## config.mk

```make
export PLATFORM = sky130hd
export DESIGN_NAME = mfa_div_cell
export DESIGN_NICKNAME = d
export VERILOG_FILES = /design/src/hdl/mfa_pkg.sv /design/src/hdl/mfa_div_cell.sv
export SDC_FILE = /design/constraint.sdc
export NUM_CORES = 1
export LEC_CHECK = 0
export BUFFER_PORTS_ARGS = -buffer_cell sky130_fd_sc_hd__buf_2
export CORE_AREA = 10 10 223 225
export CTS_CLUSTER_DIAMETER = 80
export CTS_CLUSTER_SIZE = 14
export DETAILED_ROUTE_END_ITERATION = 10
export DIE_AREA = 0 0 233 235
export GPL_ROUTABILITY_DRIVEN = 1
export PLACE_DENSITY_LB_ADDON = 0.05
export SETUP_SLACK_MARGIN = 0.5
export SYNTH_ARGS = -nofsm -noshare
export SYNTH_HDL_FRONTEND = slang
export SYNTH_SLANG_ARGS = --single-unit
export TNS_END_PERCENT = 30
```

## constraint.sdc

```tcl
create_clock -name clk -period 3.42 [get_ports clk]
set_input_delay 0.171 -clock clk [delete_from_list [all_inputs] [get_ports clk]]
set_output_delay 0.171 -clock clk [all_outputs]
set_load 0.05 [all_outputs]
```

## src/hdl/mfa_pkg.sv

```systemverilog
// ----------------------------------------------------------------------------
// mfa_pkg: shared types and constants for the mixed fraction ALU
// Request and result formats, operation codes and the divider chain data.
// ----------------------------------------------------------------------------
package mfa_pkg;

  localparam int OPERAND_WIDTH = 16;
  localparam int RES_BITS      = 48;
  localparam int PA_W          = 2 * OPERAND_WIDTH + 1;
  localparam int PROD_W        = (4 * OPERAND_WIDTH + 2 > RES_BITS) ?
                                 4 * OPERAND_WIDTH + 2 : RES_BITS;
  localparam int FRONT_STAGES  = 4;
  localparam int LATENCY       = FRONT_STAGES + RES_BITS + 1;

  localparam logic [3:0] KIND_ADD = 4'd0;
  localparam logic [3:0] KIND_SUB = 4'd1;
  localparam logic [3:0] KIND_MUL = 4'd2;
  localparam logic [3:0] KIND_DIV = 4'd3;
  localparam logic [3:0] KIND_NEG = 4'd4;
  localparam logic [3:0] KIND_EQ  = 4'd5;
  localparam logic [3:0] KIND_NE  = 4'd6;
  localparam logic [3:0] KIND_LT  = 4'd7;
  localparam logic [3:0] KIND_GE  = 4'd8;
  localparam logic [3:0] KIND_GT  = 4'd9;
  localparam logic [3:0] KIND_LE  = 4'd10;

  typedef struct packed {
    logic        [3:0]               kind;
    logic signed [OPERAND_WIDTH-1:0] a_whole;
    logic signed [OPERAND_WIDTH-1:0] a_num;
    logic signed [OPERAND_WIDTH-1:0] a_den;
    logic signed [OPERAND_WIDTH-1:0] b_whole;
    logic signed [OPERAND_WIDTH-1:0] b_num;
    logic signed [OPERAND_WIDTH-1:0] b_den;
  } req_t;

  typedef struct packed {
    logic signed [RES_BITS-1:0] res_whole;
    logic signed [RES_BITS-1:0] res_num;
    logic signed [RES_BITS-1:0] res_den;
    logic                       compare_true;
    logic                       valid_res;
  } res_t;

  // fields that ride alongside the divider
  typedef struct packed {
    logic                       arith;
    logic                       valid;
    logic                       cmp;
    logic                       neg_q;
    logic                       neg_r;
    logic signed [RES_BITS-1:0] whole;
    logic signed [RES_BITS-1:0] num;
    logic signed [RES_BITS-1:0] den;
  } side_t;

  typedef struct packed {
    logic [RES_BITS-1:0] rem;
    logic [RES_BITS-1:0] quo;
    logic [RES_BITS-1:0] dvs;
    side_t               side;
  } stage_t;

endpackage

```

## src/hdl/mfa_div_cell.sv

```systemverilog
// ----------------------------------------------------------------------------
// mfa_div_cell: one restoring division step
// Shifts one dividend bit into the remainder and retires one quotient bit.
// ----------------------------------------------------------------------------
module mfa_div_cell
  import mfa_pkg::*;
(
  input  logic   clk,
  input  logic   rst,
  input  logic   in_v,
  input  stage_t in_stage,
  output logic   out_v,
  output stage_t out_stage
);

  logic [RES_BITS-1:0] shifted;
  logic [RES_BITS:0]   diff;
  logic                fits;

  assign shifted = {in_stage.rem[RES_BITS-2:0], in_stage.quo[RES_BITS-1]};
  assign diff    = {1'b0, shifted} - {1'b0, in_stage.dvs};
  assign fits    = !diff[RES_BITS];

  always_ff @(posedge clk) begin
    if (rst) begin
      out_v <= 1'b0;
    end else begin
      out_v <= in_v;
    end
  end

  always_ff @(posedge clk) begin
    out_stage.rem  <= fits ? diff[RES_BITS-1:0] : shifted;
    out_stage.quo  <= {in_stage.quo[RES_BITS-2:0], fits};
    out_stage.dvs  <= in_stage.dvs;
    out_stage.side <= in_stage.side;
  end

endmodule

```

==> impl_results.md, run 1 <==
- Wire per inst: 19.73 um
- Hold Path Cell Cnt: 4
- Worst EP arrival: around 3300 ps
- Crit Path Max Fanout: 13
- Fill cell instance count of the final layout: 4604
- Number of nets in the synthesized netlist: roughly 1200
- Clk sink count: 294
- Number of vias after detailed routing: 9310
- Share of layout cells above drive strength 1: 40.77%
- Cell-internal power: 6.121 mW
- Area share of the largest cell type after synthesis: 62.06%
- Distinct cells, synth: 54
- Number of input and output port buffers inserted: just under 600
- Final Cycle Share: between 80% and 90%
- Met3 WL post-DR: 3.416 mm
- Tightest slew margin relative to the limit: 59.22%
- Drt first-iter violations: 297
- Final Critical Period: 2809 ps
- Net load switching power: 3.114 mW
- Uppermost routed layer: met5
- Sequential group share of total power: 40.5%
- Critical path launch point type: input pin
- Share of flip-flops with an asynchronous set or reset: 0%
- Number of antenna violations at the first check in global routing: 11
- Number of enable-type register cells in the synthesized netlist: 0
- Worst Max-Slew Pin Slew: 605.3 ps
- Leakage: 8.169 nW
- Part of the power in combinational logic: 27.6%
- CP Capture Type: flip-flop
- I/O Pins: 590
- CTS HTree Levels: 1
- Proportion of total power due to net switching: 33.72%
- DRC violation count after routing: 0
- Gate count after technology mapping: 816
- Yosys warnings: 0
- Postcts setup bufs: 0
- Achievable frequency: 0.3560 GHz
- CTS Buffer Depth: 3
- Outcome: finished clean
- Total overflow reported by the global router: 0
- Cell area after technology mapping: 0.009484 mm^2
- Vias per cell: 3.974
- Die height: 235 um
- Total number of nets in the final design: 2071
- Layout-stage area growth over the synthesis result: 79.83%
- Final count of negative-setup-slack endpoints: 0
- Clock network fraction of total power: a little under a third
- Max Slew Vio Count: 0
- Most instantiated library cell after synthesis: sky130_fd_sc_hd__dfxtp_1
- Worst setup path class: in -> reg
- Worst hold path class: in -> reg
- Number of flip-flops and latches in the synthesized netlist: 294
- Number of endpoints with negative hold slack in the final report: 0
- Detailed placer's ending HPWL: between 30 and 40 mm
- Cell accounting for the most synthesized area: sky130_fd_sc_hd__dfxtp_1
- Largest voltage drop on the vdd net: 0.3406 mV
- Setup total negative slack: 0 ps
- Router iterations before antenna repair: 4
- Overall die width: 233 um
- Final hold slack: around 47 ps
- Endpoint required time on the critical path: 3880 ps
- Area after DPL: 0.01320 mm^2
- Power density of the placed cells: around 540 mW/mm^2
- Total track usage: 16.15%
- Clock buffers created by TritonCTS: 28
- Final design instance area without fill: 0.01706 mm^2
- Share of the yosys chip area belonging to registers: between 60% and 70%
- Core area: 0.04509 mm^2
- M1 wire length: ~17 mm
- Remaining number of nets flagged by the antenna check after routing: 0
- Setup repair after global routing missed its margin: yes
- Average instance area after synthesis: 11.62 um^2
- Amount of wire on met2 after detailed routing: 24.18 mm
- Routed Wire Length: ~46 mm
- Clock-pin slew of the registers on the worst-case setup and hold paths: 60 ps
- Maximum number of pins on one net before global-route repair: 16
- Clock tree from TritonCTS: built
- Dominant synthesized flop cell: sky130_fd_sc_hd__dfxtp_1
- DIE AREA: 0.05476 mm^2
- Max-Cap Viols: 0
- Top cells by instance count after synthesis: sky130_fd_sc_hd__dfxtp_1, sky130_fd_sc_hd__a21oi_1, sky130_fd_sc_hd__inv_1
- Number of placement rows: 78
- Root Buffer Master: sky130_fd_sc_hd__clkbuf_16
- Final estimated routing congestion in global placement: 0.7721
- Wire length of the first global-routing pass: between 60 and 70 mm
- Ranking of synthesized cells by area: sky130_fd_sc_hd__dfxtp_1, sky130_fd_sc_hd__ha_1, sky130_fd_sc_hd__mux2_2
- Via count of the first global-routing pass: 10221
- Initial core utilization: 21.03%
-- cell type report --
class	count	area, um^2	area share, %
inverter	60	225.2	1.321
antenna	9	22.52	0.1321
clock buffer	28	700.7	4.108
clock inverter	10	110.1	0.6456
timing repair buffer	899	6020	35.29
tap	600	750.7	4.402
multi-input combinational	443	3341	19.59
sequential	294	5886	34.51
-- kinds of logic after synthesis --
| group | Yosys count | synth area share [%] |
|---|---|---|
| simple gates | 134 | 6.781 |
| fa+ha+maj | 49 | 6.544 |
| xor+xnor | 42 | 3.879 |
| flops | 294 | 62.06 |
| buf+inv | 79 | 3.404 |
| compound gates | 172 | 11.74 |
| mux | 46 | 5.594 |
-- per-layer routing --
metal	GRT usage, %	vias to the layer above
met1	17.17	4320
li1	-	4623
met2	29.65	298
met5	0	-
met3	4.515	65
met4	5.748	4
-- worst max-delay path: stages --
cell                            delay (ps)
sky130_fd_sc_hd__dlygate4sd3_1         530
sky130_fd_sc_hd__buf_2                 130
sky130_fd_sc_hd__inv_1                  60
sky130_fd_sc_hd__ha_2                  320
sky130_fd_sc_hd__a21oi_2               180
sky130_fd_sc_hd__o21ai_1               130
sky130_fd_sc_hd__o31a_1                410
sky130_fd_sc_hd__a221oi_4              380
sky130_fd_sc_hd__o22ai_2               150
sky130_fd_sc_hd__a21o_2                270
sky130_fd_sc_hd__buf_4                 220
sky130_fd_sc_hd__mux2_4                310
-- sequential cells by signal, summed over array words and instances, names as in the netlist --
| name | flops |
|---|---|
| out_v | 1 |
| out_stage | 293 |
-- per-stage QoR --
step                util [%]  std cells  total power, mW  setup slack [ps]
floorplan                  -        816            5.359             533.8
global placement       29.28       2001            6.085             74.19
detailed placement     29.28       2001            6.079             30.39
CTS                    37.56       2331            9.405             523.9
global route           37.83       2343            9.698             494.6
finish                 37.83       2343            9.235             610.9
-- cell usage in the layout, fill, tap and decap left out, types with 7 or more instances in the layout --
cell,netlist,final
sky130_fd_sc_hd__o21ai_0,31,26
sky130_fd_sc_hd__inv_1,60,60
sky130_fd_sc_hd__nor3_1,10,10
sky130_fd_sc_hd__o21a_1,7,7
sky130_fd_sc_hd__dfxtp_1,294,294
sky130_fd_sc_hd__a21o_1,17,16
sky130_fd_sc_hd__o21bai_1,13,13
sky130_fd_sc_hd__nor2_1,29,29
sky130_fd_sc_hd__xor2_1,15,15
sky130_fd_sc_hd__buf_2,3,588
sky130_fd_sc_hd__nand2_1,43,42
sky130_fd_sc_hd__a21oi_1,60,55
sky130_fd_sc_hd__dlygate4sd3_1,0,295
sky130_fd_sc_hd__xnor2_1,27,27
sky130_fd_sc_hd__ha_1,48,44
sky130_fd_sc_hd__clkbuf_16,0,28
sky130_fd_sc_hd__and2_1,7,7
sky130_fd_sc_hd__buf_4,0,15
sky130_fd_sc_hd__nand4_1,7,7
sky130_fd_sc_hd__mux2_2,39,39
sky130_fd_sc_hd__diode_2,0,9
sky130_fd_sc_hd__a31oi_1,8,7
sky130_fd_sc_hd__nand3_1,14,14
-- repair_timing --
action / 4_1_cts / 5_1_grt
endpoints found under the hold margin: 292 / 2
resized for setup: 0 / 24
endpoints found under the setup margin: 0 / 48
hold buffers: 292 / 3
-- power groups by stage --
| stage | sequential (mW) | clock [mW] | combinational (mW) |
|---|---|---|---|
| after floorplan | 4.76 | 0 | 0.604 |
| after global placement | 3.81 | 0 | 2.27 |
| after detailed placement | 3.82 | 0 | 2.26 |
| after CTS | 3.74 | 3.10 | 2.57 |
| after global routing | 3.76 | 3.22 | 2.72 |
| final | 3.74 | 2.95 | 2.54 |
-- path summary, 6_finish.rpt --
kind | endpoint | from | slack [ps]
setup / recovery | out_stage[290] | in_stage[164] | 610
hold / removal | out_stage[292] | in_stage[291] | 50
(Power assumes the default switching activity.)
==> run 2, diff against run 1 <==
- ABC_AREA: not set -> 1
- CORE_AREA: 10 10 223 225 -> 10 10 222 224
- DIE_AREA: 0 0 233 235 -> 0 0 232 234
- clock period: 3.42 -> 2.8 ns (I/O delays scaled with it)
==> run 2 against run 1 <==
Combinational power grew 30%. Final cell count grew 25%. Clock power grew 16%. Power grew 22%. Utilization grew 3.4 points. Design area grew 8.6%. Setup slack lost 50 ps. Non-clock buffer count shrank 8. Via count grew 26%. Hold slack gained 12 ps. Synthesized area grew 17%. Critical path type unchanged. Largest cell class unchanged.
==> impl_results.md, run 2 <==
- Outcome: finished clean
- Clock tree from TritonCTS: built
- Number of input and output port buffers inserted: 588
- Final estimated routing congestion in global placement: 0.8742
- Share of the yosys chip area belonging to registers: 53.11%
- Die height: 234 um
- Critical path launch point type: input pin
- Share of layout cells above drive strength 1: between 20% and 30%
- Top cells by instance count after synthesis: sky130_fd_sc_hd__nand2_1, sky130_fd_sc_hd__inv_1, sky130_fd_sc_hd__dfxtp_1
- Clock-pin slew of the registers on the worst-case setup and hold paths: 70 ps
- Largest regs: out_stage (293), out_v (1)
- Cell-internal power: roughly 7.3 mW
- Core area: 0.04489 mm^2
- I/O Pins: approximately 600
- Most instantiated library cell after synthesis: sky130_fd_sc_hd__nand2_1
- Max Slew Vio Count: 0
- Worst setup path class: in -> reg
- Max-Cap Viols: 0
- Remaining number of nets flagged by the antenna check after routing: 0
- Final Critical Period: around 2200 ps
- Fin cells: 2925
- Total number of nets in the final design: approximately 2700
- Setup repair after global routing missed its margin: yes
- Placed insts: between 2000 and 3000
- Proportion of total power due to net switching: 35.09%
- Worst hold path class: in -> reg
- Net load switching power: approximately 4.0 mW
- Endpoint required time on the critical path: 3240 ps
- Setup total negative slack: 0 ps
- Final hold slack: 59.05 ps
- Sequential group share of total power: slightly above 40%
- Register containing the most flip-flops in the final layout: out_stage
- Vias per cell: 4.026
- Number of endpoints with negative hold slack in the final report: 0
- Achievable frequency: ~0.45 GHz
- Drt first-iter violations: 426
- Router iterations before antenna repair: 5
- Hold Path Cell Cnt: 5
- Clk sink count: 294
- Initial core utilization: 24.69%
- Share of flip-flops with an asynchronous set or reset: 0%
- Yosys warnings: 0
- Final count of negative-setup-slack endpoints: 0
- Total overflow reported by the global router: 0
- Number of enable-type register cells in the synthesized netlist: 0
- Worst Max-Slew Pin Slew: 470.0 ps
- Maximum number of pins on one net before global-route repair: 33
- Worst EP arrival: 2680 ps
- Cell accounting for the most synthesized area: sky130_fd_sc_hd__dfxtp_1
- Gate count after technology mapping: 1405
- Tightest slew margin relative to the limit: slightly below 70%
- CP Capture Type: flip-flop
- Clock buffers created by TritonCTS: 26
- Cell area after technology mapping: 0.01108 mm^2
- Wire per inst: 20.00 um
- Power density of the placed cells: 609.6 mW/mm^2
- Dominant synthesized flop cell: sky130_fd_sc_hd__dfxtp_1
- Leading cell types in the layout, fill and taps excluded: sky130_fd_sc_hd__buf_2, sky130_fd_sc_hd__nand2_1, sky130_fd_sc_hd__inv_1, sky130_fd_sc_hd__dlygate4sd3_1, sky130_fd_sc_hd__dfxtp_1
- Average instance area after synthesis: around 8 um^2
- Number of vias after detailed routing: 11775
- Routed Wire Length: 58.49 mm
- Ranking of synthesized cells by area: sky130_fd_sc_hd__dfxtp_1, sky130_fd_sc_hd__nand2_1, sky130_fd_sc_hd__inv_1
- DRC violation count after routing: 0
- Via count of the first global-routing pass: 12474
- DIE AREA: about 0.054 mm^2
- Area occupied by registers: a little under 0.006 mm^2
- Number of nets in the synthesized netlist: 1750
- Wire length of the first global-routing pass: 84.08 mm
- Most frequent standard cell in the layout excluding fill and tap cells: sky130_fd_sc_hd__buf_2
- Area occupied by multi-input gates: 0.003963 mm^2
- CTS HTree Levels: 1
- Number of antenna violations at the first check in global routing: 9
- CTS Buffer Depth: 3
- Largest voltage drop on the vdd net: 0.4799 mV
- Total track usage: 20.67%
- Root Buffer Master: sky130_fd_sc_hd__clkbuf_16
- Part of the power in combinational logic: 29.2%
- Layout-stage area growth over the synthesis result: 67.09%
- Number of placement rows: 78
- Crit Path Max Fanout: 4
- Max reg flops: ~300
- Number of flip-flops and latches in the synthesized netlist: 294
- Area share of the largest cell type after synthesis: 53.11%
- Leakage: 10.03 nW
- Post-Place Worst Slack: 307.0 ps
- Distinct cells, synth: 34
- Overall die width: 232 um
- PnR worst setup slack: approximately 560 ps
- Detailed placer's ending HPWL: between 40 and 50 mm
- Final Cycle Share: 79.95%
- Clock network fraction of total power: between 30% and 40%
- Fill cell instance count of the final layout: 4696
==> run 2: cell count changes in the layout (fill, tap and decap cells not counted), sizes merged, moves of 17 or more <==
cell | before | now
nand2 | 43 | 452
xnor2 | 27 | 0
inv | 65 | 302
nand4 | 7 | 32
mux2 | 44 | 0
nor2 | 29 | 90
a21oi | 60 | 32
a21o | 17 | 0
nand3 | 14 | 66
==> run 2: cell type report <==
class | instances | area share (%)
Timing Repair Buffer | 891 | 32.37
Tap cell | 600 | 4.054
Clock inverter | 3 | 0.1554
Multi-Input combinational cell | 793 | 21.40
Sequential cell | 294 | 31.79
Antenna cell | 8 | 0.1081
Inverter | 304 | 6.163
Clock buffer | 32 | 3.966
==> run 2: routing by layer <==
| layer | vias to the layer above | track usage (%) | part of all wire, % |
|---|---|---|---|
| met4 | 6 | 5.269 | 2.2 |
| li1 | 6013 | - | - |
| met2 | 354 | 37.65 | 51 |
| met1 | 5337 | 24.04 | 41 |
| met3 | 65 | 4.581 | 6.2 |
| met5 | - | 0 | 0.079 |
==> run 2: worst paths after layout <==
kind | from | endpoint | slack (ps)
min | in_stage[150] | out_stage[246] | 60
max | in_stage[265] | out_stage[284] | 560
==> run 2: critical path: stages <==
cell and delay (ps):
sky130_fd_sc_hd__dlygate4sd3_1 590, sky130_fd_sc_hd__buf_2 160, sky130_fd_sc_hd__ha_1 350, sky130_fd_sc_hd__nand2_1 140
sky130_fd_sc_hd__nor2_1 250, sky130_fd_sc_hd__nand2_1 130, sky130_fd_sc_hd__inv_1 160, sky130_fd_sc_hd__nand2_1 80
sky130_fd_sc_hd__nand3_1 250, sky130_fd_sc_hd__nand2_1 170, sky130_fd_sc_hd__nand2_1 90, sky130_fd_sc_hd__nand2_1 40
sky130_fd_sc_hd__nand3_1 70, sky130_fd_sc_hd__nand2_1 50
==> run 2: stage by stage <==
stage | instance area (um^2) | util, % | power (mW)
finish | 18520 | 41.25 | 11.29
global route | 18510 | 41.23 | 11.83
CTS | 18450 | 41.11 | 11.45
detailed placement | 14740 | 32.83 | 7.628
global placement | 14740 | 32.83 | 7.630
floorplan | 11080 | - | 6.648
==> run 2: kinds of logic (layout without fill, tap and decap cells) <==
family | Yosys count | count (layout) | share of synthesized area (%)
DFF | 294 | 294 | 53.11
other | 0 | 8 | 0
xor gates and xnor gates | 24 | 24 | 1.897
AOI/OAI and AO/OA | 67 | 67 | 3.150
and+or+nand+nor | 653 | 653 | 25.04
adders and majority gates | 49 | 49 | 5.600
buffers and inverters | 318 | 1230 | 11.20
==> run 2: power groups by stage <==
stage | combinational (mW) | sequential, mW | clock, mW
after global placement | 2.96 | 4.67 | 0
after global routing | 3.54 | 4.61 | 3.69
after detailed placement | 2.96 | 4.67 | 0
after floorplan | 0.838 | 5.81 | 0
final | 3.30 | 4.58 | 3.41
after CTS | 3.33 | 4.58 | 3.54
==> run 2: repair_timing <==
item                       in CTS  in global routing
hold endpoints to repair      293                  0
hold buffers                  295                  0
gates resized for setup         0                  3
setup buffers                   0                  3
setup endpoints to repair       0                 47
==> run 3, diff against run 2 <==
- CORE_AREA: 10 10 222 224 -> 10 10 220 222
- DIE_AREA: 0 0 232 234 -> 0 0 230 232
- clock period: 2.8 -> 2 ns (I/O delays scaled with it)
==> run 3 against run 2 <==
The run now ends with hold timing left. Largest power group unchanged. Sequential share of layout area down 2.4 points. Hold slack worse by 390 ps. Setup slack worse by 14 ps. Power up 47%.
==> impl_results.md, run 3 (synthesized netlist as in run 2, its figures left out) <==
- Largest voltage drop on the vdd net: 0.6282 mV
- Most frequent standard cell in the layout excluding fill and tap cells: sky130_fd_sc_hd__buf_2
- Total number of nets in the final design: roughly 2800
- Remaining number of nets flagged by the antenna check after routing: 0
- Hold Startpoint: in_stage[149]
- Routed Wire Length: 60.53 mm
- Slowest library cell on the worst path: sky130_fd_sc_hd__ha_2
- Dominant delay contributor by cell family on the critical path: simple AND/OR/NAND/NOR gates
- Total overflow reported by the global router: 0
- CP Capture Type: flip-flop
- Leading cell types in the layout, fill and taps excluded: sky130_fd_sc_hd__buf_2, sky130_fd_sc_hd__nand2_1, sky130_fd_sc_hd__dlygate4sd3_1, sky130_fd_sc_hd__dfxtp_1, sky130_fd_sc_hd__inv_1
- Wire per inst: 19.90 um
- Worst hold path class: in -> reg
- Worst Max-Slew Pin Slew: 394.4 ps
- Max reg flops: 293
- Maximum number of pins on one net before global-route repair: 31
- Timing endpoint of the critical path: out_stage[246]
- Cell chain of the critical path: buf_2 -> inv_1 -> ha_2 -> nand2_2 -> nor2_4 -> nand2_1 -> inv_1 -> nand2_1 -> nand2_1 -> nand2_4 -> nand3_4 -> buf_12 -> clkbuf_16 -> o21ai_0
- Crit path largest cell delay: 390 ps
- PnR worst setup slack: roughly 550 ps
- Max-Cap Viols: 0
- Routing usage on met3: 5.778%
- Drt first-iter violations: around 460
- Failing checks: hold timing
- Final hold slack: -333.5 ps
- Number of placement rows: 77
- Clock tree from TritonCTS: built
- Largest regs: out_stage (293), out_v (1)
- Max Slew Vio Count: 0
- Final Cycle Share: 72.65%
- Final estimated routing congestion in global placement: 0.9163
- Number of input and output port buffers inserted: 588
- Clk sink count: 294
- Crit Path Max Fanout: 15
- Vias per cell: 4.051
- Fill cell instance count of the final layout: 4572
- Worst EP arrival: 1920 ps
- Crit-path most repeated cell: sky130_fd_sc_hd__nand2_1
- Setup repair after global routing missed its margin: yes
- Overall die width: 230 um
- Initial core utilization: 25.22%
- Post-Place Worst Slack: -134.6 ps
- CTS Buffer Depth: 3
- Share of layout cells above drive strength 1: approximately a third
- Number of endpoints with negative hold slack in the final report: 2
- Layout-stage area growth over the synthesis result: 80.56%
- Router iterations before antenna repair: 5
- Fin cells: 3041
- Grt peak-use layer: met2
- DRC violation count after routing: 0
- Final count of negative-setup-slack endpoints: 0
- Detailed placer's ending HPWL: 49.19 mm
- Root Buffer Master: sky130_fd_sc_hd__clkbuf_16
- Start point of the critical path: in_stage[177]
- Worst path bufs/invs: 5
- CTS HTree Levels: 1
- Register containing the most flip-flops in the final layout: out_stage
- Stages on the worst setup path: 14
- Achievable frequency: 0.6882 GHz
- Critical path launch point type: input pin
- Global routing usage on met1: between 20 and 25%
- Via count of the first global-routing pass: 12955
- Total track usage: between 20% and 30%
- Placed insts: ~2700
- Wire length of the first global-routing pass: 85.62 mm
- Tightest slew margin relative to the limit: 73.43%
- Core area: 0.04393 mm^2
- Final Critical Period: ~1500 ps
- Number of vias after detailed routing: about 12000
- I/O Pins: 590
- DIE AREA: 0.05336 mm^2
- Leakage: 10.74 nW
- Met2 track utilization from global routing: 38.02%
- Clock buffers created by TritonCTS: 28
- Endpoint required time on the critical path: 2470 ps
- Power density of the placed cells: 829.0 mW/mm^2
- Worst setup path class: in -> reg
- Die height: 232 um
- Outcome: finished, violations left
- Number of antenna violations at the first check in global routing: 7
- Clock-pin slew of the registers on the worst-case setup and hold paths: 60 ps
run 3: cell count changes in the layout (fill, tap and decap cells not counted), sizes merged:
cell / change
clkbuf: +1
clkinvlp: -1
diode: -2
dlygate4sd3: +4
buf: +114
inv: +4
clkinv: +4
run 3: power by group:
part           switching (mW)  leakage (nW)  total (mW)  internal, mW
clock                    2.42         0.396        4.98          2.56
sequential              0.125          2.48        6.43          6.30
combinational            3.38          7.86        5.18          1.80
run 3: cell type report:
cell class	count	area (um^2)	area share [%]
antenna	6	15.01	0.07504
clock buffer	28	700.7	3.502
clock inverter	10	103.9	0.5190
inverter	304	1154	5.765
multi-input combinational	793	4353	21.75
sequential	294	5886	29.41
tap	592	740.7	3.702
timing repair buffer	1014	7057	35.27
run 3: per-layer routing:
layer	vias up	routed length [um]
met3	78	3857
met5	-	26
met1	5611	24890
li1	6263	-
met4	4	1954
met2	363	29810
run 3: repair_timing:
action                                  CTS  global route
buffers inserted                          0             5
hold endpoints to repair                293             5
hold buffers                            296             3
pin swaps                                 0             7
endpoints found under the setup margin    1            48
gates resized for setup                   1            83
cloned                                    0             6
run 3: how the worst min path moves through the flow:
stage | end | slack, ps | cells past startpoint
finish | out_stage[149] | -330 | 1
floorplan | out_stage[0] | 130 | 0
detailed placement | out_stage[218] | 200 | 1
global route | out_stage[149] | -370 | 1
CTS | out_stage[149] | -370 | 1
global placement | out_stage[128] | 200 | 1
run 3: per-stage QoR:
step           utilization [%]  TNS (ps)  total power [mW]  cell area, um^2
2_1_floorplan                -         0             9.328            11160
3_3_place_gp             35.61     -2989             11.02            15650
3_5_place_dp             35.61     -3811             11.02            15650
4_1_cts                  44.20         0             16.55            19420
5_1_grt                  45.52         0             17.34            20000
6_report                 45.55         0             16.59            20010
